===== config.mk =====
export PLATFORM = sky130hd
export DESIGN_NAME = rbs_blend_stage
export DESIGN_NICKNAME = d
export VERILOG_FILES = /design/src/rtl/rbs_pkg.sv /design/src/rtl/rbs_blend_stage.sv
export SDC_FILE = /design/constraint.sdc
export NUM_CORES = 2
export LEC_CHECK = 0
export BUFFER_PORTS_ARGS = -buffer_cell sky130_fd_sc_hd__buf_2
export CAP_MARGIN = 20
export CORE_ASPECT_RATIO = 1.1
export CORE_MARGIN = 2
export CORE_UTILIZATION = 25
export DETAILED_ROUTE_END_ITERATION = 8
export GPL_ROUTABILITY_DRIVEN = 0
export GPL_TIMING_DRIVEN = 0
export REMOVE_ABC_BUFFERS = 1
export SLEW_MARGIN = 25
export SYNTH_ARGS = -nofsm -noshare
export SYNTH_HDL_FRONTEND = slang
export SYNTH_SLANG_ARGS = --single-unit

===== constraint.sdc =====
create_clock -name aclk -period 11.7 [get_ports aclk]
set_clock_uncertainty 0.15 [all_clocks]
set_input_delay 0 -clock aclk [delete_from_list [all_inputs] [get_ports aclk]]
set_output_delay 0 -clock aclk [all_outputs]
set_load 0.02 [all_outputs]

===== src/rtl/rbs_pkg.sv =====
// Shared types and constants for the running background subtraction block.
package rbs_pkg;

    // One 8-bit value per color channel: index 0 is blue, 1 is green, 2 is red.
    typedef logic [2:0][7:0] chan3_t;

    // Input beat fields.
    typedef struct packed {
        logic [15:0] pixel_index;
        logic        load_background;
        logic [7:0]  chan_b;
        logic [7:0]  chan_g;
        logic [7:0]  chan_r;
    } pixel_beat_t;

    // Result beat fields.
    typedef struct packed {
        logic [7:0] bg_b;
        logic [7:0] bg_g;
        logic [7:0] bg_r;
        logic [7:0] fg_b;
        logic [7:0] fg_g;
        logic [7:0] fg_r;
        logic       is_foreground;
    } result_beat_t;

    // Pixel as it sits in the read stage, waiting for the mean memory.
    typedef struct packed {
        logic [15:0] pixel_index;
        logic        in_range;
        logic        load;
        chan3_t      pix;
    } rd_stage_t;

    // Pixel after the threshold test, with the mean it was compared against.
    typedef struct packed {
        logic [15:0] pixel_index;
        logic        in_range;
        logic        load;
        logic        match;
        chan3_t      pix;
        chan3_t      mean;
    } cmp_stage_t;

    // Configuration register indexes.
    localparam logic CFG_MATCH_THRESHOLD = 1'b0;
    localparam logic CFG_ALPHA_Q16       = 1'b1;

    localparam int CFG_DATA_W = 17;

    // Reset values and the unit learning rate.
    localparam logic [7:0]  THRESH_RESET = 8'd60;
    localparam logic [16:0] ALPHA_RESET  = 17'd3277;
    localparam logic [16:0] ALPHA_ONE    = 17'h10000;

    // Width of one blend product: 17-bit weight times 8-bit channel.
    localparam int PROD_W = 25;

endpackage


===== src/rtl/rbs_blend_stage.sv =====
// Blend stages: weight products, then the new mean and the result beat.
module rbs_blend_stage (
    input  logic                  aclk,
    input  logic                  prod_en,
    input  logic                  out_en,
    input  rbs_pkg::cmp_stage_t   cmp_stage,
    input  logic [16:0]           alpha_q16,
    output logic [15:0]           prod_index,
    output logic                  prod_in_range,
    output rbs_pkg::chan3_t       new_mean,
    output rbs_pkg::result_beat_t result
);

    // Product stage registers.
    logic [15:0]                         idx_reg;
    logic                                in_range_reg;
    logic                                load_reg;
    logic                                match_reg;
    rbs_pkg::chan3_t                     pix_reg;
    rbs_pkg::chan3_t                     mean_reg;
    logic [2:0][rbs_pkg::PROD_W-1:0]     keep_prod_reg;
    logic [2:0][rbs_pkg::PROD_W-1:0]     new_prod_reg;

    rbs_pkg::result_beat_t               result_reg;
    rbs_pkg::result_beat_t               result_next;

    logic [16:0]                         alpha_sat;
    logic [16:0]                         keep_w;
    logic [rbs_pkg::PROD_W-1:0]          blend_sum;
    rbs_pkg::chan3_t                     blended;
    rbs_pkg::chan3_t                     fg;
    logic                                background;

    // Learning rates above one saturate to one.
    assign alpha_sat = alpha_q16[16] ? rbs_pkg::ALPHA_ONE : alpha_q16;
    assign keep_w    = rbs_pkg::ALPHA_ONE - alpha_sat;

    // Weight the old mean and the new pixel, one multiplier pair per channel.
    always_ff @(posedge aclk) begin
        if (prod_en) begin
            idx_reg      <= cmp_stage.pixel_index;
            in_range_reg <= cmp_stage.in_range;
            load_reg     <= cmp_stage.load;
            match_reg    <= cmp_stage.match;
            pix_reg      <= cmp_stage.pix;
            mean_reg     <= cmp_stage.mean;
            for (int c = 0; c < 3; c++) begin
                keep_prod_reg[c] <= rbs_pkg::PROD_W'(keep_w) *
                                    rbs_pkg::PROD_W'(cmp_stage.mean[c]);
                new_prod_reg[c]  <= rbs_pkg::PROD_W'(alpha_sat) *
                                    rbs_pkg::PROD_W'(cmp_stage.pix[c]);
            end
        end
    end

    // Sum the products and keep the integer part as the blended mean.
    always_comb begin
        blend_sum = '0;
        for (int c = 0; c < 3; c++) begin
            blend_sum  = keep_prod_reg[c] + new_prod_reg[c];
            blended[c] = blend_sum[23:16];
        end
    end

    // Select the new mean and the foreground difference.
    always_comb begin
        background = load_reg || match_reg;
        for (int c = 0; c < 3; c++) begin
            if (load_reg) begin
                new_mean[c] = pix_reg[c];
            end else if (match_reg) begin
                new_mean[c] = blended[c];
            end else begin
                new_mean[c] = mean_reg[c];
            end
            fg[c] = background ? 8'd0 : (pix_reg[c] - mean_reg[c]);
        end
    end

    always_comb begin
        result_next.bg_b          = new_mean[0];
        result_next.bg_g          = new_mean[1];
        result_next.bg_r          = new_mean[2];
        result_next.fg_b          = fg[0];
        result_next.fg_g          = fg[1];
        result_next.fg_r          = fg[2];
        result_next.is_foreground = !background;
    end

    // Output register.
    always_ff @(posedge aclk) begin
        if (out_en) begin
            result_reg <= result_next;
        end
    end

    assign prod_index    = idx_reg;
    assign prod_in_range = in_range_reg;
    assign result        = result_reg;

endmodule


======== Word-level counts from Yosys, hierarchy flattened ========
Index checks and enable logic that the tools add are counted.
storage, ports and cells
  bits in registers ....................... 260
  input bits .............................. 87
  output and inout port bits .............. 90
  logic and storage cells ................. 45
cells by class
  add/sub/neg operators ................... 7
  multipliers ............................. 6
  mux-type cells .......................... 7
  reductions and logical operators ........ 2
operators by type and width
  kind                    number
  $mul 17x8->24           6
  $add 24x24->24          3
  $mux 8                  6
  $sub 8x8->8             3
  $mux 17                 1
  $sub 17x17->17 const A  1
  $logic_not 1->1         1
  $logic_or 1x1->1        1

======== Longest topological paths before layout ========
  depth after elaboration ................. 3
  depth in mapped cells ................... 27
  mapped depth without buffers ............ 24

======== Worst setup path after synthesis ========
Ideal clock, no wire load.
  path kind ............................... input to register
  start ................................... input port alpha_q16[0]
  end ..................................... register keep_prod_reg[73] (netlist name), data pin
  library setup time ...................... 0.260 ns
  data arrival time ....................... 5.852 ns
  data required time ...................... 11.290 ns
  slack ................................... 5.438 ns
  stages on the path ...................... 27
  path buffers ............................ 3
  cell sequence ........................... nor2b_1 clkbuf_1 clkbuf_1 inv_1 ha_1 o21ai_1 o21bai_1 nor2_1 xnor2_1 clkbuf_1 and2_1 fa_1 fa_1 fa_1 inv_1 fa_1 inv_1 ha_1 a21o_1 a21o_1 a21o_1 a22o_1 a31oi_1 a21oi_1 a211o_1 a21oi_1 xnor2_1
between the ends
  cells in the longest elaborated chain, start to end .. 3
RTL lines
  element                          RTL line               source
  from (decl)                      rbs_blend_stage.sv:7   input logic [16:0] alpha_q16,
  $mux 17                          rbs_blend_stage.sv:35  assign alpha_sat = alpha_q16[16] ? rbs_pkg::ALPHA_ONE : alpha_q16;
  $sub 17x17->17                   rbs_blend_stage.sv:36  assign keep_w = rbs_pkg::ALPHA_ONE - alpha_sat;
  $mul 17x8->24                    rbs_blend_stage.sv:48  keep_prod_reg[c] <= rbs_pkg::PROD_W'(keep_w) *
  to (signal, indexed assignment)  rbs_blend_stage.sv:48
  to (decl)                        rbs_blend_stage.sv:21  logic [2:0][rbs_pkg::PROD_W-1:0] keep_prod_reg;
No other way between the ends.
A chain may end at the register's enable or synchronous reset.

======== Worst setup path in the final report ========
  start ................................... input port alpha_q16[0]
  end ..................................... register keep_prod_reg[22] (netlist name), data pin
The elaborated chain is that of the path after synthesis.

==> qor.txt <==
status -> finished, final reports clean
sequential group share of total power -> 19.3%
Worst EP arrival -> 7.40 ns
Setup crit end kind -> register
final WL -> 93.6 mm
initial antenna violation count -> 18
pwr dens -> 214 nW/um^2
post-synthesis simple-gate area fraction -> 17.5%
top_reg_cell synth -> edfxtp_1
Fin. Hold Viols -> 0
IO Port Bufs -> 176
XOR/XNOR Fraction of Synth Area -> 3.90%
Area contributors post-synth -> fa_1 30%, edfxtp_1 22%, ha_1 12%, and2_1 9.1%, inv_1 5.9%
Worst VDD drop -> 185 uV
Yosys Warn Count -> 0
FF+latch count, synth -> 260
Crit Reg-Reg Endpoint -> result[40]
NumNets Final -> 4,805
register area share after synthesis -> 21.6%
compound-cell area share of the yosys netlist -> 6.75%
P_leak -> 18.5 nW
largest family of logic cells by synthesized area -> adder cells
die area -> 148,000 um^2
Hold Path Cell Cnt -> 2
worst setup path end -> keep_prod_reg[22]
average size of a mapped cell -> 9.85 um^2
drt pass-1 iters -> 5
min cycle time layout -> 7.23 ns
worst r2r src -> keep_prod_reg[27]
CTS tree -> built
area leader, netlist -> fa_1
Fill cells -> 15,000
R2R depth -> 10
Remaining DRCs -> 0
cell count after synthesis -> 3,670
GRT Residual Overflow -> 0
# resized after CTS -> 0
CP Max Fanout -> 33
wire per inst -> 16.2 um
Post-synth ARST share -> 0%
Root Buffer -> clkbuf_16
worst slew pin tran -> 1.12 ns
launch point of the worst hold path -> cmp_stage[53]
Post-synth EDFFs -> 260
clk slew on worst S/H paths -> 0.06 ns
setup_tns -> 0 ns
RSZ-0062 raised after global routing -> no
Slew HR -> 24.4%
critical path class -> input port to register
ANT nets after route -> 0
Post-DP HPWL -> 72.9 mm
CTS Sinks -> 260
area delta synth->final -> 15.6%
Mapped Area -> 36,200 um^2
Post-Synth Adder-Cell Area -> 41.7%
Num CTS Buffers -> 36
Sw Pwr -> 0.00409 W
Die H -> 403 um
GR Util All Layers -> 12.9%
Die W -> 367 um
htree depth -> 2
MaxCap Viol Count -> 0
num ports -> 177
FF-to-FF setup slack -> 8.12 ns
vias per inst -> 4.47
Startpoint Class -> input port
clock latency at the later pin of the worst-skew pair -> 0.59 ns
CP startpoint -> alpha_q16[0]
first-pass GRT wire length -> 151 mm
Hold WC Path Type -> input port to register
Post-Place Cell Area -> 39,800 um^2
Slew Viols, Final -> 0
Int Power -> 0.00487 W
Core Area -> 144,000 um^2
Starting Density -> 25.2%
Clock Tree Buf Depth -> 3
Combinational Power Share -> 68.8%
Critical Path RT -> 11.87 ns
power share of the clock group -> 11.9%
vias in the first global route -> 27,800
post-synth top area share -> 29.7%
design area -> 41,800 um^2
Net Sw Frac -> 45.6%
Final Cycle Share -> 61.8%
share of post-route cells with drive strength above 1 -> 8.42%
total number of vias -> 25,900
Distinct cells, synth -> 68
pin count of the biggest net entering global routing -> 97
setup violators final -> 0
most frequent cells after synthesis -> 572 x inv_1, 537 x fa_1, 524 x and2_1, 371 x nand2_1, 346 x ha_1
drt initial violations -> 1,611
post-synthesis mux area share -> 0.450%
Max Clk Rate -> 138 MHz
# rows -> 146
count leader, synth -> inv_1
[power by group through the flow]
stage | sequential, W | combinational [W] | clock [W]
after floorplan | 0.00173 | 0.00462 | 0
after global placement | 0.00176 | 0.00602 | 0
after detailed placement | 0.00175 | 0.00617 | 0
after CTS | 0.00174 | 0.00625 | 0.00110
after global routing | 0.00175 | 0.00708 | 0.00114
final | 0.00173 | 0.00617 | 0.00107
[worst min path at each step]
stage,end
finish,prod_index[2]
detailed placement,match_reg
floorplan,load_reg
global placement,prod_index[4]
global route,prod_index[2]
CTS,prod_index[2]
[per-layer routing]
metal  GRT usage (%)  part of all wire (%)  vias to the layer above
met5               0                 0.076                        -
met4            2.95                   1.9                       12
met3            2.71                   7.0                      104
met2            22.1                    48                      614
met1            16.5                    43                    13200
li1                -                     -                    12000
[logic make-up after synthesis]
| family | count (synthesis) |
|---|---|
| buffers and inverters | 754 |
| muxes | 16 |
| xor gates and xnor gates | 161 |
| AOI/OAI and AO/OA | 377 |
| DFF | 260 |
| and+or+nand+nor | 1219 |
| adders and majority gates | 883 |
[cell usage in the layout, fill, tap and decap left out, types with 88 or more instances in the layout]
cell | netlist | layout
a21oi_1 | 111 | 111
and2_1 | 524 | 524
buf_2 | 1 | 173
dlygate4sd3_1 | 0 | 88
edfxtp_1 | 260 | 260
fa_1 | 537 | 537
ha_1 | 346 | 346
inv_1 | 572 | 572
nand2_1 | 371 | 371
nor2_1 | 119 | 118
xnor2_1 | 121 | 111
[through the flow]
| step | setup WS, ns | power [W] | instances | utilization (%) | hold WS [ns] |
|---|---|---|---|---|---|
| after floorplan | 4.57 | 0.00635 | 3488 | - | -0.0511 |
| after global placement | 0.400 | 0.00778 | 5588 | 26.9 | 0.0279 |
| after detailed placement | 3.87 | 0.00792 | 5633 | 27.7 | 0.0282 |
| after CTS | 4.49 | 0.00909 | 5785 | 29.1 | 0.00406 |
| after global routing | 4.12 | 0.00997 | 5786 | 29.1 | 0.00695 |
| final | 4.47 | 0.00896 | 5791 | 29.1 | 0.0327 |
[final cells by class]
cell class	instances	area, um^2	area share [%]
diodes	6	15.0	0.0359
well taps	1924	2410	5.76
clock buffers	41	920	2.20
inverters	572	2150	5.14
multi-input cells	2656	25700	61.5
clock inverters	23	204	0.488
flip-flops and latches	260	7810	18.7
repair buffers	309	2610	6.24
[timing repair]
| item | CTS | global route |
|---|---|---|
| hold buffers | 88 | 0 |
| setup buffers | 0 | 0 |
| hold endpoints to repair | 245 | 0 |
[worst max-delay path, stage by stage]
cell and delay (ns):
dlygate4sd3_1 0.57, buf_2 0.11, nor2b_4 0.57, buf_16 0.25
inv_1 0.07, ha_1 0.23, o21ai_1 0.48, o21bai_1 0.30
nor2_1 0.13, xnor2_2 0.43, buf_6 0.25, buf_6 0.16
and2_1 0.15, fa_1 0.46, fa_1 0.51, fa_1 0.50
inv_1 0.05, fa_1 0.47, inv_1 0.04, ha_1 0.40
a21oi_1 0.10, o21bai_1 0.14, a21oi_1 0.13, o41a_1 0.15
o21bai_1 0.22, o311ai_0 0.50
Power figures use the tool's default switching activity.
